**src/weighted_line_fit_unit_defines.svh**
```systemverilog
// Assertion macros shared by the weighted line fit RTL.
// Depends on nothing; the including module supplies clk and rst.
`ifndef WEIGHTED_LINE_FIT_UNIT_DEFINES_SVH
`define WEIGHTED_LINE_FIT_UNIT_DEFINES_SVH

// The consequence must hold in the same cycle as the condition.
`define WLF_ASSERT_SAME(label, ante, cons, msg) \
  label: assert property (@(posedge clk) disable iff (rst) (ante) |-> (cons)) \
    else $error(msg);

// The consequence must hold in the cycle after the condition.
`define WLF_ASSERT_NEXT(label, ante, cons, msg) \
  label: assert property (@(posedge clk) disable iff (rst) (ante) |=> (cons)) \
    else $error(msg);

`endif

```
**src/wlf_pkg.sv**
```systemverilog
// Shared constants and unit request/response types for the weighted line fit.
// Used by every module of the block but wlf_ram; depends on nothing.
package wlf_pkg;

  // Point store geometry.
  localparam int MAX_POINTS = 4096;
  localparam int ADDR_W     = $clog2(MAX_POINTS);
  localparam int COUNT_W    = $clog2(MAX_POINTS + 1);
  localparam int RAM_W      = 80;

  // Divider control widths: up to 128 + 48 steps.
  localparam int FRAC_W = 6;
  localparam int STEP_W = 8;

  // Fit status codes.
  localparam logic [1:0] ST_OK         = 2'd0;
  localparam logic [1:0] ST_ZERO_DEN   = 2'd1;
  localparam logic [1:0] ST_ZERO_SIGMA = 2'd2;
  localparam logic [1:0] ST_OVERFLOW   = 2'd3;

  typedef struct packed {
    logic        start;
    logic [63:0] a;
    logic [63:0] b;
  } mul_req_t;

  typedef struct packed {
    logic         done;
    logic [127:0] prod;
  } mul_rsp_t;

  typedef struct packed {
    logic              start;
    logic [127:0]      num;
    logic [127:0]      den;
    logic [FRAC_W-1:0] frac;
    logic [63:0]       cap;
  } div_req_t;

  typedef struct packed {
    logic        done;
    logic [63:0] quo;
  } div_rsp_t;

  typedef struct packed {
    logic        start;
    logic [63:0] val;
  } sqrt_req_t;

  typedef struct packed {
    logic        done;
    logic [31:0] root;
  } sqrt_rsp_t;

endpackage

```
**src/wlf_mul.sv**
```systemverilog
// Multi-cycle 64 x 64 unsigned multiplier built from one 32 x 32 product per cycle.
// Depends on wlf_pkg.
module wlf_mul (
  input  logic              clk,
  input  logic              rst,
  input  wlf_pkg::mul_req_t req,
  output wlf_pkg::mul_rsp_t rsp
);

  logic [63:0]  areg;
  logic [63:0]  breg;
  logic [2:0]   cnt;
  logic [1:0]   sh;
  logic [63:0]  pp;
  logic [127:0] acc;
  logic         busy;
  logic         done;
  logic [31:0]  a_half;
  logic [31:0]  b_half;
  logic [1:0]   sh_now;
  logic [127:0] pp_shifted;

  // Partial product selection for the current step.
  always_comb begin
    a_half = cnt[1] ? areg[63:32] : areg[31:0];
    b_half = cnt[0] ? breg[63:32] : breg[31:0];
    sh_now = {1'b0, cnt[1]} + {1'b0, cnt[0]};
    unique case (sh)
      2'd1:    pp_shifted = {32'b0, pp, 32'b0};
      2'd2:    pp_shifted = {pp, 64'b0};
      default: pp_shifted = {64'b0, pp};
    endcase
  end

  // One registered product per cycle, accumulated the cycle after.
  always_ff @(posedge clk) begin
    if (rst) begin
      busy <= 1'b0;
      done <= 1'b0;
    end else begin
      done <= 1'b0;
      if (req.start) begin
        areg <= req.a;
        breg <= req.b;
        cnt  <= 3'd0;
        acc  <= '0;
        busy <= 1'b1;
      end else if (busy) begin
        if (cnt != 3'd4) begin
          pp <= a_half * b_half;
          sh <= sh_now;
        end
        if (cnt != 3'd0) begin
          acc <= acc + pp_shifted;
        end
        if (cnt == 3'd4) begin
          busy <= 1'b0;
          done <= 1'b1;
        end
        cnt <= cnt + 3'd1;
      end
    end
  end

  assign rsp.done = done;
  assign rsp.prod = acc;

endmodule

```
**config.mk**
```make
export PLATFORM = sky130hd
export DESIGN_NAME = wlf_mul
export DESIGN_NICKNAME = d
export VERILOG_FILES = /design/src/weighted_line_fit_unit_defines.svh /design/src/wlf_pkg.sv /design/src/wlf_mul.sv
export SDC_FILE = /design/constraint.sdc
export NUM_CORES = 2
export LEC_CHECK = 0
export ABC_AREA = 1
export BUFFER_PORTS_ARGS = -buffer_cell sky130_fd_sc_hd__clkbuf_2
export CAP_MARGIN = 20
export CORE_UTILIZATION = 35
export CTS_CLUSTER_SIZE = 20
export DETAILED_ROUTE_END_ITERATION = 6
export GPL_TIMING_DRIVEN = 0
export HOLD_SLACK_MARGIN = 0.15
export PLACE_DENSITY = 0.55
export SLEW_MARGIN = 15
export SYNTH_ARGS = -nofsm -noshare
export SYNTH_HDL_FRONTEND = slang
export SYNTH_SLANG_ARGS = --single-unit
```
**constraint.sdc**
```tcl
create_clock -name clk -period 32.8 [get_ports clk]
set_input_delay 6.56 -clock clk [delete_from_list [all_inputs] [get_ports clk]]
set_output_delay 6.56 -clock clk [all_outputs]
set_load 0.05 [all_outputs]
```
; After elaboration in Yosys (flattened, before gate mapping)
; Cells that the tools add are included.
; W data, S select, Z words.
[classes]
reduce_logical = 8
multipliers = 1
muxes = 10
n_bitwise = 3
addsub = 3
eq_ne = 4
[ops]
columns = cell, n
row1 = $mux W128, 2
row2 = $pmux W128 S2, 1
row3 = $add A128 B128 Y128, 1
row4 = $mul A32 B32 Y64, 1
row5 = $mux W32, 2
row6 = $mux W1, 4
row7 = $reduce_and A2 Y1, 2
row8 = $reduce_and A4 Y1, 1
row9 = $reduce_bool A2 Y1, 2
row10 = $add A3 B1 Y3 const B, 1
row11 = $eq A3 B3 Y1 const B, 1
row12 = $mux W3, 1
row13 = $ne A3 B3 Y1 const B, 1
row14 = $not A1 Y1, 3
row15 = $reduce_and A3 Y1, 1
row16 = $reduce_bool A3 Y1, 1
row17 = $reduce_or A3 Y1, 1
row18 = $add A1 B1 Y2, 1
row19 = $eq A2 B1 Y1 const B, 1
row20 = $eq A2 B2 Y1 const B, 1
[totals]
wordCells = 37
in_bits = 131
out_inout_bits = 129
ff_bits = 327

; Depth between registers and ports, before layout
[logic_depth]
depth_word = 5
depth_mapped = 37
ltp_nobuf = 33

; Worst setup path after synthesis
; OpenSTA, ideal clock, no wires.
[synth_timing]
kind = input-to-reg
start = input port req[128] (netlist bit)
end = register acc[0] (enable)
required_time_ns = 32.026
t_arrival_ns = 15.629
path_buffers = 1
stages = 3
setup_slack_ns = 16.398
setup_time_ns = 0.774
path_cell_list = clkbuf_1 nor2_1 nor3_1
[synth_via]
elab_chain_cells = 2
word_cells_on_any_way = 3
cone_classes = reduce/logical (3)
[synth_rtl]
columns = element, line
row1 = "start, declared", wlf_mul.sv:6  ; input wlf_pkg::mul_req_t req,
row2 = $reduce_bool A2 Y1 (no source line), n/a
row3 = $reduce_and A3 Y1 (no source line) *, n/a
row4 = "end signal, assigned", wlf_mul.sv:54  ; acc <= acc + pp_shifted;
row5 = "end, declared", wlf_mul.sv:15  ; logic [127:0] acc;
; Every way passes the cells marked *; elsewhere a longest branch is shown, timed or not.
; A chain may end at the register's enable or synchronous reset.

; Worst setup path in the final report
[layout_timing]
start = register cnt[1]
end = register pp[61] (data pin)
[layout_via]
elab_chain_cells = 2
[layout_rtl]
columns = element, line
row1 = "start, declared", wlf_mul.sv:12  ; logic [2:0] cnt;
row2 = "start signal, assigned", wlf_mul.sv:60  ; cnt <= cnt + 3'd1;
row3 = $mux W32, wlf_mul.sv:25  ; a_half = cnt[1] ? areg[63:32] : areg[31:0];
row4 = $mul A32 B32 Y64, wlf_mul.sv:50  ; pp <= a_half * b_half;
row5 = "end signal, assigned", wlf_mul.sv:50
row6 = "end, declared", wlf_mul.sv:14  ; logic [63:0] pp;
; No other way between the ends.

==> key figures <==
Outcome
  • Outcome: complete, no violations

STA
  • Min cycle time layout: ~10 ns
  • Fmax: around 0.1 GHz
  • Fin. max-slew vios: 0
  • Final setup violation count: 0
  • Slew of the pin with the lowest slew margin: ~1.3 ns
  • Clk_skew: around 0.077 ns
  • Fin. Hold Viols: 0
  • Rel. slew slack: between 10% and 20%
  • Total negative setup slack: 0 ns
  • Final worst path period share: around 31%
  • RSZ-0062 raised after global routing: false

Route
  • Detailed Routing Iterations Pass 1: 6
  • Via/cell ratio: 5.03
  • Post-DR wirelength/cell: approximately 26 um
  • Via count: approximately 54k
  • Drt first-iter violations: approximately 4.3k
  • Drt drc: 0
  • Remaining antenna violation count: 0
  • Total wire length: between 200000 and 300000 um

Floorplan
  • Initial Utilization: between 30% and 40%
  • Num ports: 260
  • Die ar.: approximately 170000 um^2
  • Die height: roughly 410 um
  • Die W: approximately 410 um
  • FP Rows: 150
  • Core Region: around 170000 um^2

Hold path
  • Hold Crit Class: reg -> reg
  • Hold path depth: 2

CTS
  • H-Tree Depth: 2
  • Clk Latency, worst-skew pair: 0.72 ns
  • CTS Root Cell: clkbuf_16
  • Clock buffer count from CTS: 45
  • Clock slew at reported path FFs: around 0.06 ns
  • Max Root-Sink Buffers: 3
  • CTS tree: built
  • Setup repair bufs after CTS: 0
  • Clock sinks: ~330
  • Resize count post-CTS: 0
  • Post-CTS Hold Buffers: 0

Synth
  • Synthesized area per cell: about 7.3 um^2
  • Area share of the largest cell type after synthesis: between 30% and 40%
  • Post-synth ARST share: 0%
  • Synth top area cells: fa_1 30%, edfxtp_1 16%, nand2_1 14%
  • Count leader, synth: nand2_1
  • Mapped cell area: ~60000 um^2
  • Synthesis warning total: 0
  • Sequential fraction of the synthesis area: between 15 and 20%
  • Syn Inst Count: between 8k and 9k
  • Synthesized net count: 9544
  • Ys flop type: edfxtp_1
  • Leading cell types by count after synthesis: 2168 x nand2_1, 2029 x inv_1, 1059 x nor2_1, 897 x fa_1, 394 x ha_1
  • Leading area contributor after synthesis: fa_1
  • Post-synth EDFFs: about 330
  • Yosys reg bits: between 300 and 400
  • Count of cell types in the netlist: 46

Worst setup path
  • Critical Path Stages: 27
  • Most frequent CP cell: fa_1
  • Reg2reg start: cnt[1]
  • Slowest-stage cell, CP: fa_1
  • CP Data Required Time: roughly 33 ns
  • Worst Setup Start Kind: flip-flop
  • Cell family with most CP delay: adder cells
  • CP max FO: 10
  • FF-to-FF path depth: 27
  • WP data arrival: 10.73 ns
  • Setup crit end kind: flip-flop
  • R2r setup slk: 22.53 ns
  • Worst setup startpoint: cnt[1]
  • CP peak stage delay: about 0.7 ns
  • Setup Crit Path Kind: reg -> reg
  • CP endpoint: pp[61]
  • Worst reg2reg path endpoint: pp[61]
  • Worst path bufs/invs: 8

Global route
  • Largest net degree at the start of global routing: 34
  • Initial antenna violation count: 4
  • Congestion Overflow GR: 0
  • Number of global-route vias before repair: between 50k and 60k
  • First-pass GRT wire length: 396000 um
  • All-Layer GR Usage: 32.8%

Placed design
  • Global placement routability congestion: slightly above 1
  • PortBufs: between 200 and 300
  • Dpl hpwl: ~250000 um

Finish
  • P&R area growth vs syn: 10.1%
  • Layout Nets: ~9.9k
  • Filler instances: about 18k
  • Share of post-route cells with drive strength above 1: 8.88%

Flow run
  • Max Cap Viol: 0
## state kept, by name, indices dropped and copies added (netlist names)
signal  count
areg       64
done        1
busy        1
pp         64
sh          2
cnt         3
acc       128
breg       64
## routing by layer
layer	track usage (%)	vias up	wire length [um]
met5	0	-	11
met4	23.3	2	24200
met3	5.59	683	19300
met2	54.8	2284	131000
met1	38.0	26306	107000
li1	-	24613	-
## final cells by class
class / count / area (um^2) / area share, %
multi-input combinational: 5525 / 41000 / 62.6
sequential: 327 / 9800 / 14.9
inverter: 2071 / 7770 / 11.9
tap: 2204 / 2760 / 4.21
timing repair buffer: 297 / 1710 / 2.60
clock buffer: 53 / 1160 / 1.76
buffer: 199 / 925 / 1.41
clock inverter: 29 / 377 / 0.574
antenna: 5 / 12.5 / 0.0191
## per-stage QoR
step                worst slack [ns]  instances  util [%]  hold WS, ns  area (um^2)
detailed placement             22.70      10621      38.1        0.455        64000
CTS                            22.68      10703      39.0        0.464        65500
global placement                7.85      10584      37.8        0.450        63600
global route                   22.39      10705      39.0        0.502        65500
finish                         22.53      10710      39.0        0.459        65600
floorplan                      16.40       8122         -        0.427        59500
## worst min-delay path by stage
stage / startpoint / endpoint / slack, ns
after floorplan: busy / done / 0.43
after global placement: busy / done / 0.45
after detailed placement: busy / done / 0.45
after CTS: busy / done / 0.46
after global routing: busy / done / 0.50
final: busy / done / 0.46
## worst min-delay path, cell delays in order, from the launching register on
cell	delay [ns]
dfxtp_1	0.32
inv_1	0.05
nor4_1	0.04
## layout by cell type (no fill, tap or decap), drive strengths merged, types with 11 or more instances in the layout
master,instances
inv,2059
o22ai,64
buf,173
clkinv,30
edfxtp,325
o21ai,178
nand4,22
nand3,155
a21oi,259
nor2,1120
a21o,19
o21a,16
ha,394
clkbuf,376
nor3,23
o21bai,18
fa,897
xor2,39
a31oi,11
nand2,2207
or2,64
## cell families after synthesis
group                      count (synthesis)  share of synthesized area [%]
AOI/OAI and AO/OA                        572                           5.45
adders and majority gates               1291                           38.5
xor gates and xnor gates                  49                          0.721
DFF                                      327                           16.5
and+or+nand+nor                         3613                           24.3
buffers and inverters                   2270                           14.6
Power is left out: the tool's default activity adds up to more than one toggle a clock period on the data nets, which glitch-free logic cannot reach.
