<file path="config.mk">
export PLATFORM = sky130hd
export DESIGN_NAME = wlf_div
export DESIGN_NICKNAME = d
export VERILOG_FILES = /design/src/weighted_line_fit_unit_defines.svh /design/src/wlf_pkg.sv /design/src/wlf_div.sv
export SDC_FILE = /design/constraint.sdc
export NUM_CORES = 1
export LEC_CHECK = 0
export ABC_AREA = 0
export BUFFER_PORTS_ARGS = -buffer_cell sky130_fd_sc_hd__buf_4
export CELL_PAD_IN_SITES_DETAIL_PLACEMENT = 1
export CELL_PAD_IN_SITES_GLOBAL_PLACEMENT = 1
export CORE_MARGIN = 4
export CORE_UTILIZATION = 46
export DETAILED_ROUTE_END_ITERATION = 10
export PLACE_DENSITY_LB_ADDON = 0.15
export SLEW_MARGIN = 20
export SYNTH_ARGS = -nofsm -noshare
export SYNTH_HDL_FRONTEND = slang
export SYNTH_SLANG_ARGS = --single-unit
</file>
<file path="constraint.sdc">
create_clock -name clk -period 40.5 [get_ports clk]
set_input_delay 8.1 -clock clk [delete_from_list [all_inputs] [get_ports clk]]
set_output_delay 8.1 -clock clk [all_outputs]
set_load 0.03 [all_outputs]
</file>
<file path="src/weighted_line_fit_unit_defines.svh">
// Assertion macros shared by the weighted line fit RTL.
// Depends on nothing; the including module supplies clk and rst.
`ifndef WEIGHTED_LINE_FIT_UNIT_DEFINES_SVH
`define WEIGHTED_LINE_FIT_UNIT_DEFINES_SVH

// The consequence must hold in the same cycle as the condition.
`define WLF_ASSERT_SAME(label, ante, cons, msg) \
  label: assert property (@(posedge clk) disable iff (rst) (ante) |-> (cons)) \
    else $error(msg);

// The consequence must hold in the cycle after the condition.
`define WLF_ASSERT_NEXT(label, ante, cons, msg) \
  label: assert property (@(posedge clk) disable iff (rst) (ante) |=> (cons)) \
    else $error(msg);

`endif

</file>
<file path="src/wlf_pkg.sv">
// Shared constants and unit request/response types for the weighted line fit.
// Used by every module of the block but wlf_ram; depends on nothing.
package wlf_pkg;

  // Point store geometry.
  localparam int MAX_POINTS = 4096;
  localparam int ADDR_W     = $clog2(MAX_POINTS);
  localparam int COUNT_W    = $clog2(MAX_POINTS + 1);
  localparam int RAM_W      = 80;

  // Divider control widths: up to 128 + 48 steps.
  localparam int FRAC_W = 6;
  localparam int STEP_W = 8;

  // Fit status codes.
  localparam logic [1:0] ST_OK         = 2'd0;
  localparam logic [1:0] ST_ZERO_DEN   = 2'd1;
  localparam logic [1:0] ST_ZERO_SIGMA = 2'd2;
  localparam logic [1:0] ST_OVERFLOW   = 2'd3;

  typedef struct packed {
    logic        start;
    logic [63:0] a;
    logic [63:0] b;
  } mul_req_t;

  typedef struct packed {
    logic         done;
    logic [127:0] prod;
  } mul_rsp_t;

  typedef struct packed {
    logic              start;
    logic [127:0]      num;
    logic [127:0]      den;
    logic [FRAC_W-1:0] frac;
    logic [63:0]       cap;
  } div_req_t;

  typedef struct packed {
    logic        done;
    logic [63:0] quo;
  } div_rsp_t;

  typedef struct packed {
    logic        start;
    logic [63:0] val;
  } sqrt_req_t;

  typedef struct packed {
    logic        done;
    logic [31:0] root;
  } sqrt_rsp_t;

endpackage

</file>
<file path="src/wlf_div.sv">
// Restoring divider, one quotient bit per cycle, with fraction bits and a saturation cap.
// Depends on wlf_pkg.
module wlf_div (
  input  logic              clk,
  input  logic              rst,
  input  wlf_pkg::div_req_t req,
  output wlf_pkg::div_rsp_t rsp
);

  localparam logic [wlf_pkg::STEP_W-1:0] STEP_W_127 = wlf_pkg::STEP_W'(127);

  logic                       busy;
  logic                       trivial;
  logic [127:0]               nreg;
  logic [127:0]               rem;
  logic [127:0]               den;
  logic [63:0]                q;
  logic [63:0]                cap;
  logic [wlf_pkg::STEP_W-1:0] step;
  logic [wlf_pkg::STEP_W-1:0] last_step;
  logic                       done;
  logic [63:0]                quo;
  logic [127:0]               rem_sh;
  logic                       ge;
  logic [127:0]               rem_new;
  logic [63:0]                cap_lim;
  logic                       over;
  logic [63:0]                q_new;

  // One restoring step: shift in the next numerator bit and compare.
  always_comb begin
    rem_sh  = {rem[126:0], nreg[127]};
    ge      = (rem_sh >= den);
    rem_new = ge ? (rem_sh - den) : rem_sh;
    cap_lim = (cap - {63'b0, ge}) >> 1;
    over    = (q > cap_lim);
    q_new   = {q[62:0], ge};
  end

  always_ff @(posedge clk) begin
    if (rst) begin
      busy <= 1'b0;
      done <= 1'b0;
    end else begin
      done <= 1'b0;
      if (req.start) begin
        nreg      <= req.num;
        den       <= req.den;
        cap       <= req.cap;
        rem       <= '0;
        q         <= '0;
        step      <= '0;
        last_step <= STEP_W_127 + wlf_pkg::STEP_W'(req.frac);
        trivial   <= (req.den == '0) || req.den[127];
        busy      <= 1'b1;
      end else if (busy) begin
        if (trivial) begin
          quo  <= cap;
          done <= 1'b1;
          busy <= 1'b0;
        end else begin
          rem  <= rem_new;
          nreg <= {nreg[126:0], 1'b0};
          q    <= q_new;
          step <= step + 1'b1;
          if (over) begin
            quo  <= cap;
            done <= 1'b1;
            busy <= 1'b0;
          end else if (step == last_step) begin
            quo  <= q_new;
            done <= 1'b1;
            busy <= 1'b0;
          end
        end
      end
    end
  end

  assign rsp.done = done;
  assign rsp.quo  = quo;

endmodule

</file>
* After elaboration in Yosys (flattened, before gate mapping)
Index checks and enable logic that the tools add are counted.
** Word-level totals
- Register bits :: 594
** Cells by class
- Equal/unequal tests :: 2
- Multiplexer cells :: 21
- Bitwise gates (word level) :: 3
- $lt $le $gt $ge :: 2
- $add $sub $neg :: 4
- Reductions and logical operators :: 8
** Operator list (number)
- 128-bit 2-to-1 mux :: 3
- 127-bit 2-to-1 mux :: 3
- 64-bit 2-to-1 mux :: 5
- 128-bit greater-or-equal comparator :: 1
- 128-bit zero test :: 1
- 127-bit subtractor :: 1
- 64-bit by 63-bit greater-than comparator with 1-bit output :: 1
- 64-bit by 1-bit subtractor with 64-bit output :: 1
- 8-bit 2-to-1 mux :: 2
- 7-bit by 6-bit adder with 8-bit output, first input constant :: 1
- 8-bit by 1-bit adder with 8-bit output, second input constant :: 1
- 8-bit equality test :: 1
- 1-bit 2-to-1 mux :: 8
- 4-bit AND reduction :: 1
- 1-bit NOT :: 3
- 3-bit AND reduction :: 1
- 3-bit nonzero test :: 1
- 3-bit OR reduction :: 1
- 2-bit != test, second input constant :: 1
- 2-bit AND reduction :: 1
- 2-bit nonzero test :: 1
- 1-bit logical OR :: 1

* Longest topological paths before layout
Gate-level depths: netlist of the first run.
- Word-level depth :: 7
- Gate-level depth with buffers :: 29
- Mapped depth without buffers :: 26

* Least setup slack after synthesis of the first run
OpenSTA, ideal clock, no wires.
- Kind :: input to register
- Start :: in req[326] in the netlist's numbering
- End :: reg nreg[0] (enable)
- Arrival :: 23996 ps
- Slack :: 15376 ps
- Cell stages on the path :: 4
- Data required time :: 39371 ps
- Path through :: clkbuf_1 -> inv_1 -> clkbuf_1 -> a21oi_1
** On the way
- Longest elaborated chain between the ends :: 2
- Elaborated cells on any way between the ends :: 3
** RTL lines
- from (decl) :: RTL line wlf_div.sv:6 : input wlf_pkg::div_req_t req,
- 2-bit != test (no line) or 2-bit nonzero test (tied branches)
- 3-bit AND reduction (no line) (*)
- to (signal assigned) :: RTL line wlf_div.sv:47 : nreg <= req.num;
- to (signal assigned) :: RTL line wlf_div.sv:63 : nreg <= {nreg[126:0], 1'b0};
- to (decl) :: RTL line wlf_div.sv:14 : logic [127:0] nreg;
Every way passes the cells marked *; elsewhere a longest branch is shown, timed or not.
A chain may end at the register's enable or synchronous reset.

* Final worst setup path of the first run
- Start :: in req[326] in the netlist's numbering
- End :: reg nreg[13] (enable)
Same word-level chain as after synthesis.

==> results of run 1 <==
final cells by class:
cell class	count	area (um^2)	share of cell area, %
repair buffers	415	3160	7.76
well taps	969	1210	2.98
diodes	11	27.5	0.0677
clock inverters	40	454	1.12
multi-input cells	2254	15500	38.1
inverters	190	713	1.75
flip-flops and latches	594	17800	43.8
clock buffers	82	1800	4.41
cells in the mapped netlist (all sizes together) (70+ instances only):
cell type / n / area share (%)
xor2: 79 / 2.0
a21oi: 302 / 4.4
mux2: 191 / 6.2
clkbuf: 128 / 1.4
ha: 193 / 7.0
xnor2: 96 / 2.4
a21o: 70 / 1.5
o21ai: 142 / 2.1
edfxtp: 592 / 52
nor2b: 80 / 1.5
nand4: 86 / 1.6
nand2: 293 / 3.2
nor2: 193 / 2.1
inv: 190 / 2.1
sequential cells by signal, summed over array words and instances (netlist names):
register	count
q	64
nreg	128
last_step	8
done	1
step	8
cap	64
quo	64
busy	1
den	128
rem	127
trivial	1
cells in the final DEF (no fill, tap or decap), types with 69 or more instances in the layout:
cell type,n
a21oi_1,299
a21o_1,70
buf_4,412
mux2_2,191
nand2_1,292
nor2_1,191
xor2_1,79
inv_1,190
nand4_1,86
edfxtp_1,592
xnor2_1,96
nor2b_1,80
clkbuf_16,69
o21ai_0,142
ha_1,193
metal layers:
metal	GRT usage (%)	up-vias	routed length (um)
li1	-	12521	-
met1	35.5	13381	47200
met2	45.4	648	54000
met3	4.50	148	5460
met4	7.20	2	2630
met5	0	-	13
how the worst max path moves through the flow:
stage	start	to	cells past startpoint
after global placement	req[326]	nreg[59]$_DFFE_PP_	5
after global routing	req[326]	nreg[58]$_DFFE_PP_	6
after CTS	req[326]	nreg[60]$_DFFE_PP_	5
after floorplan	req[326]	nreg[0]$_SDFFCE_PN0P_	4
final	req[326]	nreg[13]$_DFFE_PP_	6
after detailed placement	req[326]	nreg[60]$_DFFE_PP_	5
per-stage QoR:
step	setup slack [ps]	utilization, %	std cells	power [mW]	area [um^2]
3_5_place_dp	28730	51.6	4421	1.12	38400
3_3_place_gp	28860	51.6	4421	1.10	38400
5_1_grt	29170	54.6	4552	1.83	40700
6_report	29380	54.6	4555	1.75	40700
4_1_cts	29370	54.6	4543	1.76	40600
2_1_floorplan	15380	-	3178	1.01	34500
where the power goes:
| group | switching (mW) | leakage [nW] | internal (mW) |
|---|---|---|---|
| registers | 0.0232 | 5.62 | 0.728 |
| clock network | 0.265 | 1.09 | 0.371 |
| logic | 0.220 | 8.93 | 0.140 |
cells by family (layout without fill, tap and decap cells):
group                    Yosys count  in the layout  share of synthesized area (%)
other                              0             11                              0
AO/OA/AOI/OAI                    755            755                           13.5
XOR/XNOR                         175            175                           4.44
buffers and inverters            330            727                           3.60
flip-flops                       594            594                           51.6
AND/OR/NAND/NOR                  937            937                           13.5
multiplexers                     193            193                           6.29
adder cells (fa/ha/maj)          194            194                           7.06
worst max-delay path, cell delays in order:
cell and delay (ps):
buf_8 560, inv_1 540, a21oi_4 260, buf_12 440, buf_16 470, buf_4 810
==> results.txt, run 1 <==
Hold_buf cts - 0
Fraction of registers with async set/reset - 0%
First-pass GRT wire length - 165 mm
FP Rows - 100
Flops & latches, synth - 594
Final WL - 109 mm
CTS tree - built
Mean area per synthesized cell - 10.9 um^2
Hold Path Stages - 1
Sequential area share after synthesis - 51.6%
Clock Skew - 17.6 ps
Slew Limit Fails - 0
Final period util - 27.5%
Clock-pin slew on the worst setup and hold paths - 60 ps
All-layer global routing usage - 26.7%
Largest net degree at the start of global routing - 197
Global placer's final weighted congestion - 0.927
Synth warn - 0
Worst-skew pair later-pin latency - 610 ps
RSZ-0062 raised after global routing - no
DP HPWL - 80.7 mm
Hold WS - 534 ps
First DRT Iteration DRCs - 1,747
Relative slew slack - 29.4%
Reg-to-reg slack, setup - 31,880 ps
Final setup viols - 0
Max Buffers Root-to-Sink - 3
Number of fillers in the final layout - 7,970
Synth Instances - 3,178
Ratio of cells with drive above 1 in the final layout - 20.6%
Peak supply drop - 0.0338 mV
Crit Path Class - input pin to flip-flop
H-tree depth - 3
WL/cell - 24.0 um
Num CTS Buffers - 68
Crit. End Element - flip-flop
Worst setup SP type - input pin
Max-cap violations - 0
Vias in the first global route - 28.2k
Pwr/cell area - 42.9 nW/um^2
Cell Area, Synth - 34,500 um^2
Tmin final - 11,120 ps
Hold Startpoint - busy$_SDFF_PP0_
Root Driver - clkbuf_16
Vias - 26.7k
R2R depth - 24
EDFF count, synth - 592
Core Box Area - 74,400 um^2
WHS Endpoint - busy$_SDFF_PP0_
R2r endpoint - quo[28]$_DFFE_PP_
Die width - 282 um
Die area - 79,500 um^2
Status - completed
PortBufs - 393
# IOs - 394
Library cells used by synthesis - 75
Hold crit path type - flip-flop to flip-flop
Post-route DRC - 0
Nets@finish - 4,046
Fin Setup TNS - 0 ps
Synth Net Count - 3,701
Setup bufs post-CTS - 0
Crit Path Max Fanout - 104
Fmax - 89.9 MHz
Starting density of the core - 46.4%
Die height - 282 um
Total global routing overflow - 0
ANT nets after route - 0
Final Hold Fails - 0
Least-Margin Pin Slew - 1060 ps
Primary FF master, synth - edfxtp_1
Area delta synth->final - 17.9%
Leakage power - 15.6 nW
Sink Count - 594
Initial antenna violation count - 11
Post-cts resize count - 0
Pre-antenna DRT Iters - 5
Vias per cell - 5.86
Worst Path Required - 40,720 ps
CP arrival - 11,350 ps
Critical R2R Launch - rem[83]$_SDFFCE_PP0P_
(Power assumes the default switching activity.)
==> run 2, diff against run 1 <==
--- a/config.mk
+++ b/config.mk
@@ -10,7 +10,7 @@
 export CELL_PAD_IN_SITES_DETAIL_PLACEMENT = 1
 export CELL_PAD_IN_SITES_GLOBAL_PLACEMENT = 1
 export CORE_MARGIN = 4
-export CORE_UTILIZATION = 46
+export CORE_UTILIZATION = 43
 export DETAILED_ROUTE_END_ITERATION = 10
 export PLACE_DENSITY_LB_ADDON = 0.15
 export SLEW_MARGIN = 20
==> constraint.sdc (replaced) <==
create_clock -name clk -period 10.2 [get_ports clk]
set_input_delay 2.04 -clock clk [delete_from_list [all_inputs] [get_ports clk]]
set_output_delay 2.04 -clock clk [all_outputs]
set_load 0.03 [all_outputs]
==> run 2 against run 1 <==
Effect of this change:
- count of clock-buffer cells in the layout is 1 higher
- clock skew is 7.0 ps higher
- hold slack better by 15 ps
- design area is 0.38% higher
- largest power group unchanged
- final cell count is 1.7% higher
- critical path type is now flip-flop to flip-flop
- power grew to 4.0 times the previous value
- first-iteration DRC count is 4.5% higher
==> results.txt, run 2 (same netlist as run 1, synthesis figures left out) <==
Status - completed
Design Area, Final - 40,800 um^2
Worst-skew pair later-pin latency - 620 ps
Final setup viols - 0
Die area - 84,900 um^2
RSZ-0062 raised after global routing - no
R2R depth - 23
Pwr/cell area - 171 nW/um^2
Fin Setup TNS - 0 ps
Area delta synth->final - 18.3%
FP Rows - 103
Total global routing overflow - 0
Initial antenna violation count - 14
Crit-path slowest cell - a2111oi_4
Slowest Stage Delay on Critical Path - 860 ps
Share of power burned in registers - 42.7%
ANT nets after route - 0
DP HPWL - 83.3 mm
Starting density of the core - 43.5%
Final period util - 88.1%
Max-cap violations - 0
Hold_buf cts - 0
WP depth - 23
Crit Path Class - flip-flop to flip-flop
PortBufs - 393
Power Total - 6.97 mW
Slew Limit Fails - 0
Clock share of power - 36.7%
Die height - 291 um
Switching fraction of total power - 29.0%
Post-layout util - 51.5%
Final Hold Fails - 0
Tmin final - 8990 ps
Post-cts resize count - 0
Vias per cell - 5.76
Relative slew slack - 25.0%
Cell-by-cell trace of the critical path - ha_1, inv_1, nor3_1, nand3_1, nor3_1, nand3_1, a21oi_1, o21ai_0, a2111o_1, nor4b_4, nand4b_1, xor2_1, ha_1, nand4_1, nor4_1, nand3_1, or4_1, nor3_1, a21oi_1, o211ai_1, a21oi_4, a2111oi_4, buf_12
Sink Count - 594
Hold WS - 549 ps
Top Registers - den (128), nreg (128), rem (127)
CTS tree - built
Core Box Area - 79,300 um^2
Psw - 2.02 mW
Most frequent cells in the layout - edfxtp_1, buf_4, a21oi_1, nand2_1, ha_1
WL/cell - 24.1 um
Leakage power - 15.7 nW
Int Pwr - 4.95 mW
Setup bufs post-CTS - 0
Fmax - 111 MHz
Hold Path Stages - 1
Crit. End Element - flip-flop
First-pass GRT wire length - 170 mm
Crit path max-delay family - simple AND/OR/NAND/NOR gates
CP arrival - 9260 ps
Worst Path Required - 10,470 ps
Comb pwr share - 20.6%
Buffers and inverters on the worst path - 2
Most common cell after layout, fill and taps aside - edfxtp_1
Ratio of cells with drive above 1 in the final layout - 20.4%
Final WL - 111 mm
# IOs - 394
Pre-antenna DRT Iters - 5
Least-Margin Pin Slew - 1130 ps
Crit Path Max Fanout - 53
Placement Cell Area - 38,500 um^2
Max Buffers Root-to-Sink - 3
Post-route DRC - 0
Global placer's final weighted congestion - 0.926
Largest net degree at the start of global routing - 178
Vias - 26.7k
Clock-pin slew on the worst setup and hold paths - 60 ps
Die width - 291 um
Peak supply drop - 0.132 mV
Num CTS Buffers - 70
Root Driver - clkbuf_16
H-tree depth - 3
Nets@finish - 4,043
Clock Skew - 24.6 ps
First DRT Iteration DRCs - 1,826
Worst setup SP type - flip-flop
All-layer global routing usage - 25.4%
Hold crit path type - flip-flop to flip-flop
Vias in the first global route - 28.6k
-- run 2: layout make-up --
type,instances,area [um^2]
clock buffer,83,1840
multi-input combinational,2254,15500
inverter,190,713
fill,8558,38400
antenna,11,27.5
tap,1050,1310
clock inverter,39,442
sequential,594,17800
timing repair buffer,410,3140
-- run 2: through the flow --
stage                     cells  setup WS (ps)
after floorplan            3178           1590
after global placement     4497           1720
after detailed placement   4497           1300
after CTS                  4619           1150
after global routing       4629            586
final                      4631           1210
-- run 2: metal layers --
layer / up-vias / track usage (%) / wire length, um
met5: - / 0 / 27
met4: 4 / 8.64 / 3540
met3: 177 / 3.81 / 5140
met2: 642 / 42.9 / 54300
met1: 13345 / 33.5 / 48400
li1: 12511 / - / -
-- run 2: path summary, 6_finish.rpt --
check        slack (ps)                  end                  start
max reg2reg        1210    quo[56]$_DFFE_PP_  rem[83]$_SDFFCE_PP0P_
min reg2reg         550  nreg[124]$_DFFE_PP_    nreg[123]$_DFFE_PP_
min                 550  nreg[124]$_DFFE_PP_    nreg[123]$_DFFE_PP_
max                1210    quo[56]$_DFFE_PP_  rem[83]$_SDFFCE_PP0P_
-- run 2: power groups by stage --
| stage | Clock, mW | Combinational (mW) | Sequential, mW |
|---|---|---|---|
| floorplan | 0 | 0.940 | 3.02 |
| global placement | 0 | 1.38 | 3.02 |
| detailed placement | 0 | 1.42 | 3.03 |
| CTS | 2.61 | 1.43 | 2.98 |
| global route | 2.71 | 1.58 | 2.99 |
| finish | 2.56 | 1.43 | 2.98 |
