===== src/weighted_line_fit_unit_defines.svh =====
// Assertion macros shared by the weighted line fit RTL.
// Depends on nothing; the including module supplies clk and rst.
`ifndef WEIGHTED_LINE_FIT_UNIT_DEFINES_SVH
`define WEIGHTED_LINE_FIT_UNIT_DEFINES_SVH

// The consequence must hold in the same cycle as the condition.
`define WLF_ASSERT_SAME(label, ante, cons, msg) \
  label: assert property (@(posedge clk) disable iff (rst) (ante) |-> (cons)) \
    else $error(msg);

// The consequence must hold in the cycle after the condition.
`define WLF_ASSERT_NEXT(label, ante, cons, msg) \
  label: assert property (@(posedge clk) disable iff (rst) (ante) |=> (cons)) \
    else $error(msg);

`endif


===== src/wlf_ram.sv =====
// Generic single-port synchronous RAM with a registered read.
// Depends on nothing.
module wlf_ram #(
  parameter int WIDTH = 8,
  parameter int DEPTH = 16
) (
  input  logic                     clk,
  input  logic                     we,
  input  logic [$clog2(DEPTH)-1:0] addr,
  input  logic [WIDTH-1:0]         wdata,
  output logic [WIDTH-1:0]         rdata
);

  logic [WIDTH-1:0] mem [DEPTH];

  // Read first: the registered read data holds the old word when that address is written.
  always_ff @(posedge clk) begin
    if (we) begin
      mem[addr] <= wdata;
    end
    rdata <= mem[addr];
  end

endmodule


===== config.mk =====
export PLATFORM = sky130hd
export DESIGN_NAME = wlf_ram
export DESIGN_NICKNAME = d
export VERILOG_FILES = /design/src/weighted_line_fit_unit_defines.svh /design/src/wlf_ram.sv
export SDC_FILE = /design/constraint.sdc
export NUM_CORES = 1
export LEC_CHECK = 0
export ABC_AREA = 1
export BUFFER_PORTS_ARGS = -buffer_cell sky130_fd_sc_hd__buf_2
export CAP_MARGIN = 0
export CORE_MARGIN = 3
export CORE_UTILIZATION = 40
export CTS_CLUSTER_DIAMETER = 80
export DETAILED_ROUTE_END_ITERATION = 10
export GPL_TIMING_DRIVEN = 0
export PLACE_DENSITY = 0.6
export REMOVE_ABC_BUFFERS = 1
export SLEW_MARGIN = 0
export SYNTH_ARGS = -nofsm -noshare
export SYNTH_HDL_FRONTEND = slang
export SYNTH_SLANG_ARGS = --single-unit

===== constraint.sdc =====
create_clock -name clk -period 3.3 [get_ports clk]
set_input_delay 0.33 -clock clk [delete_from_list [all_inputs] [get_ports clk]]
set_output_delay 0.33 -clock clk [all_outputs]
set_load 0.01 [all_outputs]

After elaboration in Yosys (flattened, before gate mapping):

Memory sizes are Yosys's and may differ from the RTL's. A register that Yosys moved wholly into a read port is not among the register bits.
Cells that the tools add are included.

* output and inout bits: 8
* bits in latches: 0
* memories: 1
* logic and storage cells: 3
* register bits: 0
* RAM bits: 128
* ROM bits: 0

* reductions and logical operators: 0
* add/subtract/negate cells: 0
* order comparisons: 0
* muxes and demuxes: 2
* shifts and indexed selects: 0
* $mul: 0
* bitwise logic cells: 0
* divide/modulo/power cells: 0
* eq/ne operators: 0

Memory list
* mem: depth 16, bits a word 8, read ports 1, clocked after memory_dff 1, wr ports 1, RTL line wlf_ram.sv:14 `logic [WIDTH-1:0] mem [DEPTH];`

Operators by type and width (count)
* 1-bit two-way mux: 2

Longest topological paths before layout:

Gate-level depths: netlist of the first run.

* word-level depth: 2
* mapped depth: 11
* depth with buffers taken out: 9

Worst setup path after synthesis of the first run:

Ideal clock, no wire load.

* path kind: input -> register
* start point: input addr[1]
* end point: memory mem[3][0], enable pin
* setup slack: 1.593 ns
* arrival: 1.337 ns
* cell stages on the path: 4
* library setup time: 0.370 ns
* cell sequence: buf_2 > clkbuf_1 > nand3_1 > nor2_1

RTL lines
* from (decl): RTL line wlf_ram.sv:9 `input logic [$clog2(DEPTH)-1:0] addr,`
* to (decl): RTL line wlf_ram.sv:14

No word-level cell before the write port.

Worst setup path after layout of the first run:

* start point: input addr[1]
* end point: memory mem[8][6], enable pin

No word-level cell before the write port.

==> reports/metrics.csv, run 1 <==
metric,value,unit
status,completed,
synthTopCellsByArea,"edfxtp_1 69%, nand2_1 23%, dfxtp_1 2.9%, inv_1 1.4%, nor2_1 1.2%",
powerDensity,627,nW/um^2
finalHoldViolations,0,
max_freq,343,MHz
crit_arrival,3020,ps
hold_class,in2reg,
rows,42,
clk_path_buf_depth,2,
synth_largest_area_cell,edfxtp_1,
post_cts_buffers,0,
grt_pass1_wl,18600,microns
grt-ovfl-total,0,
io_buffers,21,
p_int,3130,uW
rsz0062_at_grt,false,
pwr-share-seq,0.485,
path_clk_slew,60,ps
power_switching,870,uW
dp.final_hpwl,6720,microns
yosysUniqueCellTypes,11,
pin_count,22,
criticalPathCategory,in2reg,
p_leak,0.00270,uW
num_vias,3568,
slew_headroom,0.100,
insertion_delay,420,ps
worstHoldStart,wdata[4],
tns,0,ps
sw_frac_of_total,0.217,
syn2layout_area_growth,14.2,%
antenna_cells,0,
core-area,13500,sq um
setup_viol,0,
startpoint,addr[1],
cts_buffers,17,
htreeDepth,4,
die_w,124,microns
ys_ff_latch,136,
combinationalPowerShare,0.056,
total_power,4000,uW
vdd_drop_max,407,uV
postSynthCellCount,548,
postRouteAntennaNets,0,
syn-mean-instance-area,10.2,sq um
drt_iter0_drc,338,
clkPwrFrac,0.459,
nets,581,
cts_resized,0,
die_h,124,microns
drt-total-wl,11900,microns
tightestPinTransition,1350,ps
root_buffer,clkbuf_16,
grt_pass1_vias,3520,
required,3410,ps
cts_hold_buf,0,
yosysWarnings,0,
drive_gt1_frac,0.0914,
antenna_found_initial,0,
fin_crit,2910,ps
yosysSeqAreaShare,0.716,
startpoint_type,input pin,
gr-usage-all-layers,0.161,
slew_viol_final,0,
routed_via_density,4.72,
synth_top_cell_area_share,0.687,
crit_path_max_fanout,35,
reg2reg_from,mem[0][1]$_DFFE_PP_,
gp_congestion,0.775,
fin_crit_sh,0.883,
dr.pass1.iters,5,
worstSetupEndpointType,flop,
fin_skew,5.64,ps
wl_per_cell,15.7,microns
dieArea,15400,sq um
syn_area,5590,sq um
start_util,0.416,
cts_tree,yes,
drc_errors,0,
grt_max_degree,68,
cts_sinks,136,
drv_cap,0,
layout by cell type (no fill, tap or decap), drive strengths merged:
cell / synthesis / routed
buf: 18 / 21
bufinv: 0 / 2
clkbuf: 3 / 20
clkinv: 1 / 6
clkinvlp: 0 / 5
dfxtp: 8 / 8
edfxtp: 128 / 128
inv: 22 / 22
nand2: 346 / 346
nand3: 4 / 4
nor2: 18 / 18
worst paths after layout:
path	end	slack, ps	cells past startpoint
setup / recovery	mem[8][6]$_DFFE_PP_	390	4
hold / removal	mem[11][4]$_DFFE_PP_	330	1
setup reg to reg	rdata[1]$_DFF_P_	2200	8
hold reg to reg	rdata[5]$_DFF_P_	720	8
power groups by stage:
stage / sequential, uW / combinational, uW / clock (uW)
floorplan: 1980 / 110 / 0
global placement: 1980 / 224 / 0
detailed placement: 1980 / 227 / 0
CTS: 1940 / 227 / 1870
global route: 1940 / 257 / 1940
finish: 1940 / 224 / 1840
worst max-delay path: stages:
cell      delay [ps]
buf_2            580
clkinv_1        1160
nand3_1          610
nor2_1           310
per-stage QoR:
step / hold WS [ps] / utilization / worst slack (ps) / cell area, sq um / instances
global route: 323 / 0.475 / 220 / 6390 / 756
CTS: 315 / 0.475 / 168 / 6380 / 756
floorplan: 429 / - / 1410 / 5480 / 527
finish: 325 / 0.475 / 387 / 6390 / 756
global placement: 679 / 0.431 / -292 / 5800 / 724
detailed placement: 702 / 0.431 / -271 / 5800 / 724
Yosys cell counts:
library cell and count:
inv_1 21, nand3_1 4, edfxtp_1 128, inv_2 1, nor2_1 18, clkbuf_1 3
nand2_1 346, clkinv_1 1, buf_2 12, dfxtp_1 8, buf_4 6
area by class of cell:
type / instances / area (sq um)
clock buffer: 20 / 457
clock inverter: 12 / 126
fill: 1247 / 7070
inverter: 23 / 88.8
multi-input combinational: 368 / 1390
sequential: 136 / 4000
tap: 176 / 220
timing repair buffer: 21 / 105
cells by family after synthesis:
group,share of synthesized area
flip-flops,0.716
AND/OR/NAND/NOR,0.248
buffers and inverters,0.0362
per-layer routing:
| layer | up-vias | GRT usage | share of wire |
|---|---|---|---|
| met5 | - | 0 | 0 |
| met3 | 17 | 0.0460 | 0.054 |
| met1 | 1667 | 0.213 | 0.46 |
| li1 | 1789 | - | - |
| met4 | 0 | 0.0677 | 0.016 |
| met2 | 95 | 0.248 | 0.47 |
flip-flops by register name, indices dropped and copies added (netlist names):
register  count
mem         128
rdata         8
Note: power is estimated with default switching activity, not from simulation.
==> run 2: changes to the inputs <==
--- a/config.mk
+++ b/config.mk
@@ -13,8 +13,10 @@
 export CTS_CLUSTER_DIAMETER = 80
 export DETAILED_ROUTE_END_ITERATION = 10
 export GPL_TIMING_DRIVEN = 0
+export MAX_ROUTING_LAYER = met4
 export PLACE_DENSITY = 0.6
 export REMOVE_ABC_BUFFERS = 1
+export SETUP_SLACK_MARGIN = 0.2
 export SLEW_MARGIN = 0
 export SYNTH_ARGS = -nofsm -noshare
 export SYNTH_HDL_FRONTEND = slang
==> run 2 against run 1 <==
Critical path depth is the same. Utilization is the same. Cell count is the same. Global-route usage grew 0.48 points. Non-clock buffer count is the same. Count of clock-buffer cells in the layout is the same. Maximum frequency shrank 0.28%.
==> reports/metrics.csv, run 2 (synthesis results as in run 1) <==
metric,value,unit,change
rsz0062_at_grt,false,,
insertion_delay,420,ps,about the same
cts_hold_buf,0,,unchanged
core-area,13500,sq um,unchanged
fin_crit_sh,0.885,,+0.00244
reg2reg_from,mem[1][5]$_DFFE_PP_,,
gp_congestion,0.786,,+1.4%
io_buffers,21,,unchanged
grt_max_degree,68,,unchanged
grt_pass1_wl,18600,microns,about the same
seqCellArea,4000,sq um,unchanged
num_vias,3583,,+0.42%
status,completed,,
drt-total-wl,11900,microns,about the same
post_cts_buffers,0,,unchanged
gr-usage-all-layers,0.165,,+0.00475
final_common_cell,nand2_1,,
slew_viol_final,0,,unchanged
wl_per_cell,15.7,microns,about the same
powerDensity,627,nW/um^2,about the same
top_regs,"mem (128), rdata (8)",,
cts_resized,1,,+1
crit_arrival,3030,ps,about the same
startpoint,addr[1],,
cp-endpoint,mem[8][6]$_DFFE_PP_,,
antenna_found_initial,0,,unchanged
routed_via_density,4.74,,+0.42%
required,3410,ps,about the same
antenna_cells,0,,unchanged
cts_sinks,136,,unchanged
startpoint_type,input pin,,
criticalPathCategory,in2reg,,
reg2regPathDepth,8,,unchanged
hold_class,in2reg,,
dpl_cell_area,5800,sq um,unchanged
pin_count,22,,unchanged
postLayoutCellArea,6390,sq um,unchanged
die_w,124,microns,unchanged
setup_viol,0,,unchanged
rows,42,,unchanged
die_h,124,microns,unchanged
finalHoldViolations,0,,unchanged
cts_tree,yes,,
top_register,mem,,
total_power,4010,uW,about the same
dieArea,15400,sq um,unchanged
root_buffer,clkbuf_16,,
postRouteAntennaNets,0,,unchanged
nets,581,,unchanged
grt-ovfl-total,0,,unchanged
slew_headroom,0.102,,+0.00115
drv_cap,0,,unchanged
largest_reg_flops,128,,unchanged
multi_input_area,1390,sq um,unchanged
max_freq,342,MHz,-0.28%
start_util,0.416,,unchanged
p_leak,0.00270,uW,unchanged
syn2layout_area_growth,14.2,%,unchanged
htreeDepth,4,,unchanged
path_clk_slew,60,ps,about the same
grt_pass1_vias,3514,,-0.17%
r2r-end,rdata[5]$_DFF_P_,,
tightestPinTransition,1350,ps,-1.72 ps
final_cell_mix,"346 x nand2_1, 128 x edfxtp_1, 21 x inv_1, 21 x buf_2, 18 x nor2_1",,
dp.final_hpwl,6720,microns,unchanged
fin_crit,2920,ps,+8.06 ps
dr.pass1.iters,4,,-1
clk_path_buf_depth,2,,unchanged
cts_buffers,17,,unchanged
nFillCells,1247,,unchanged
rrSetupSlack,2210,ps,about the same
worstSetupEndpointType,flop,,
vdd_drop_max,406,uV,-0.27%
drt_iter0_drc,287,,-15%
drc_errors,0,,unchanged
crit_path_max_fanout,35,,unchanged
fin_skew,5.36,ps,-0.283 ps
drive_gt1_frac,0.0914,,unchanged
## run 2: cell type report
cell class | count | area share
Clock buffer | 20 | 0.0715
Clock inverter | 12 | 0.0198
Inverter | 23 | 0.0139
Multi-Input combinational cell | 368 | 0.217
Sequential cell | 136 | 0.627
Tap cell | 176 | 0.0345
Timing Repair Buffer | 21 | 0.0165
## run 2: per-layer routing
metal  wire, microns  track usage  vias to the layer above
met4             244       0.0677                        0
met1            5460        0.212                     1671
met2            5540        0.248                       98
met3             622       0.0473                       25
met5               0            -                        -
li1                -            -                     1789
## run 2: how the worst min path moves through the flow
stage | startpoint | endpoint | cells past startpoint
floorplan | wdata[0] | mem[0][0]$_DFFE_PP_ | 0
global placement | mem[10][1]$_DFFE_PP_ | rdata[1]$_DFF_P_ | 8
detailed placement | mem[8][1]$_DFFE_PP_ | rdata[1]$_DFF_P_ | 8
CTS | wdata[4] | mem[11][4]$_DFFE_PP_ | 1
global route | wdata[4] | mem[11][4]$_DFFE_PP_ | 1
finish | wdata[4] | mem[11][4]$_DFFE_PP_ | 1
## run 2: through the flow
stage	setup WS [ps]	hold WS [ps]	setup TNS (ps)	utilization	cells
3_3_place_gp	-292	679	-14890	0.431	724
3_5_place_dp	-271	702	-13880	0.431	724
6_report	379	327	0	0.475	756
2_1_floorplan	1410	429	0	-	527
4_1_cts	450	315	0	0.475	756
5_1_grt	221	322	0	0.475	756
## run 2: report_power, final
part           total, uW  internal [uW]  leakage, uW  switching (uW)
Sequential          1940           1930      0.00122            8.99
Combinational        225           58.2      0.00120             167
Clock               1840           1140     0.000274             697
## run 2: worst max-delay path: stages
cell	delay (ps)
buf_2	590
clkinv_1	1150
nand3_1	600
nor2_1	310
==> run 3: changes to the inputs <==
--- a/config.mk
+++ b/config.mk
@@ -9,12 +9,12 @@
 export BUFFER_PORTS_ARGS = -buffer_cell sky130_fd_sc_hd__buf_2
 export CAP_MARGIN = 0
 export CORE_MARGIN = 3
-export CORE_UTILIZATION = 40
+export CORE_UTILIZATION = 60
 export CTS_CLUSTER_DIAMETER = 80
 export DETAILED_ROUTE_END_ITERATION = 10
 export GPL_TIMING_DRIVEN = 0
 export MAX_ROUTING_LAYER = met4
-export PLACE_DENSITY = 0.6
+export PLACE_DENSITY = 0.82
 export REMOVE_ABC_BUFFERS = 1
 export SETUP_SLACK_MARGIN = 0.2
 export SLEW_MARGIN = 0
==> run 3 against run 2 <==
Wire length is 0.54% higher. Global-route usage increased by 8.8 points. Clock skew down 1.7 ps. Highest routed layer unchanged. Maximum frequency rose by 6.3%. Sequential cell count is the same. Via count grew 6.6%. Hold slack got worse by 97 ps.
==> reports/metrics.csv, run 3 (synthesis results as in run 1) <==
metric,value,unit,change
dp.final_hpwl,6420,microns,-4.5%
worstSetupEndpointType,flop,,
die_w,103,microns,-17%
worstHoldStart,wdata[4],,
antenna_found_initial,0,,unchanged
clk_path_buf_depth,2,,unchanged
final.setup.worst_slack,551,ps,+172 ps
pin_count,22,,unchanged
fin_crit_sh,0.833,,-0.0522
insertion_delay,510,ps,+90 ps
min_to,mem[2][4]$_DFFE_PP_,,
postRouteAntennaNets,0,,unchanged
tns,0,ps,unchanged
rsz0062_at_grt,false,,
grt_max_degree,68,,unchanged
max_freq,364,MHz,+6.3%
tightestPinTransition,1290,ps,-56.5 ps
cts_tree,yes,,
drt-total-wl,11900,microns,+0.54%
die_h,103,microns,-17%
rrSetupSlack,2130,ps,-80 ps
drt_iter0_drc,440,,+53%
grt-ovfl-total,0,,unchanged
hold_class,in2reg,,
powerDensity,662,nW/um^2,+5.6%
htreeDepth,4,,unchanged
drv_cap,0,,unchanged
drc_errors,0,,unchanged
slew_headroom,0.139,,+0.0377
vdd_drop_max,397,uV,-2.3%
status,completed,,
nets,581,,unchanged
nFillCells,543,,-56%
drive_gt1_frac,0.0882,,-0.00314
dr.pass1.iters,7,,+3
p_leak,0.00274,uW,+1.4%
reg2reg_from,mem[9][2]$_DFFE_PP_,,
crit_arrival,2950,ps,-80 ps
num_vias,3819,,+6.6%
crit_path_max_fanout,35,,unchanged
reg2regPathDepth,8,,unchanged
fin_crit,2750,ps,-172 ps
gp_congestion,0.782,,-0.47%
cts_sinks,136,,unchanged
startpoint,addr[1],,
final_cell_mix,"346 x nand2_1, 128 x edfxtp_1, 21 x inv_1, 21 x buf_2, 18 x nor2_1",,
grt_pass1_vias,3632,,+3.4%
path_clk_slew,60,ps,about the same
root_buffer,clkbuf_8,,
required,3500,ps,+90 ps
largest_reg_flops,128,,unchanged
cts_buffers,17,,unchanged
rows,34,,-19%
syn2layout_area_growth,13.7,%,
setup_viol,0,,unchanged
top_regs,"mem (128), rdata (8)",,
startpoint_type,input pin,,
dp_slack,-63.4,ps,+208 ps
r2r-end,rdata[2]$_DFF_P_,,
routed_via_density,5.57,,+17%
io_buffers,21,,unchanged
finalHoldViolations,0,,unchanged
fin_skew,3.61,ps,-1.75 ps
core-area,8890,sq um,-34%
criticalPathCategory,in2reg,,
start_util,0.629,,+0.213
slew_viol_final,0,,unchanged
antenna_cells,0,,unchanged
grt_pass1_wl,18600,microns,about the same
gr-usage-all-layers,0.253,,+0.0877
hold_depth,1,,unchanged
wl_per_cell,17.4,microns,+11%
top_register,mem,,
dieArea,10500,sq um,-32%
cts_hold_buf,0,,unchanged
final_common_cell,nand2_1,,
## run 3: cell types whose count changed in the layout (fill, tap and decap cells not counted)
cell / previous run / this run
bufinv_16: 2 / 6
clkbuf_1: 1 / 0
clkbuf_16: 17 / 16
clkbuf_8: 2 / 1
clkinv_1: 1 / 2
clkinv_2: 4 / 2
clkinv_4: 1 / 2
clkinvlp_4: 5 / 1
inv_6: 0 / 1
## run 3: how the worst max path moves through the flow
| stage | to | cells after the start |
|---|---|---|
| after detailed placement | mem[2][4]$_DFFE_PP_ | 4 |
| after global routing | mem[13][2]$_DFFE_PP_ | 4 |
| after CTS | mem[0][7]$_DFFE_PP_ | 4 |
| final | mem[0][1]$_DFFE_PP_ | 4 |
| after global placement | mem[2][4]$_DFFE_PP_ | 4 |
| after floorplan | mem[6][0]$_DFFE_PP_ | 3 |
## run 3: power by group
part / total (uW) / leakage (uW) / internal [uW] / switching (uW)
combinational: 227 / 0.00120 / 58.0 / 169
clock: 2040 / 0.000311 / 1370 / 675
sequential: 1940 / 0.00122 / 1930 / 9.91
## run 3: layout make-up
cell class                 count  area, sq um  share of cell area
tap                          108          135              0.0212
clock inverter                13          228              0.0358
inverter                      23         88.8              0.0140
multi-input combinational    368         1390               0.218
clock buffer                  17          414              0.0651
timing repair buffer          21          105              0.0165
sequential                   136         4000               0.629
## run 3: repair_timing
action	in CTS	in global routing
setup buffers	0	0
setup endpoints to repair	0	45
gates resized for setup	0	2
## run 3: critical path, cell delays in order
cell	delay (ps)
buf_2	570
clkinv_1	1130
nand3_1	600
nor2_1	300
## run 3: stage by stage
| stage | power, uW | instances | utilization | hold slack, ps | instance area, sq um |
|---|---|---|---|---|---|
| after floorplan | 2090 | 527 | - | 429 | 5480 |
| after global placement | 2190 | 656 | 0.643 | 675 | 5720 |
| after detailed placement | 2200 | 656 | 0.643 | 698 | 5720 |
| after CTS | 4210 | 686 | 0.715 | 208 | 6360 |
| after global routing | 4330 | 686 | 0.715 | 214 | 6360 |
| final | 4210 | 686 | 0.715 | 230 | 6360 |
## run 3: metal layers
layer	vias to the layer above	track usage	part of all wire
met1	1765	0.314	0.37
met2	233	0.395	0.50
li1	1786	-	-
met4	0	0.112	0.026
met5	-	-	0
met3	35	0.0656	0.099
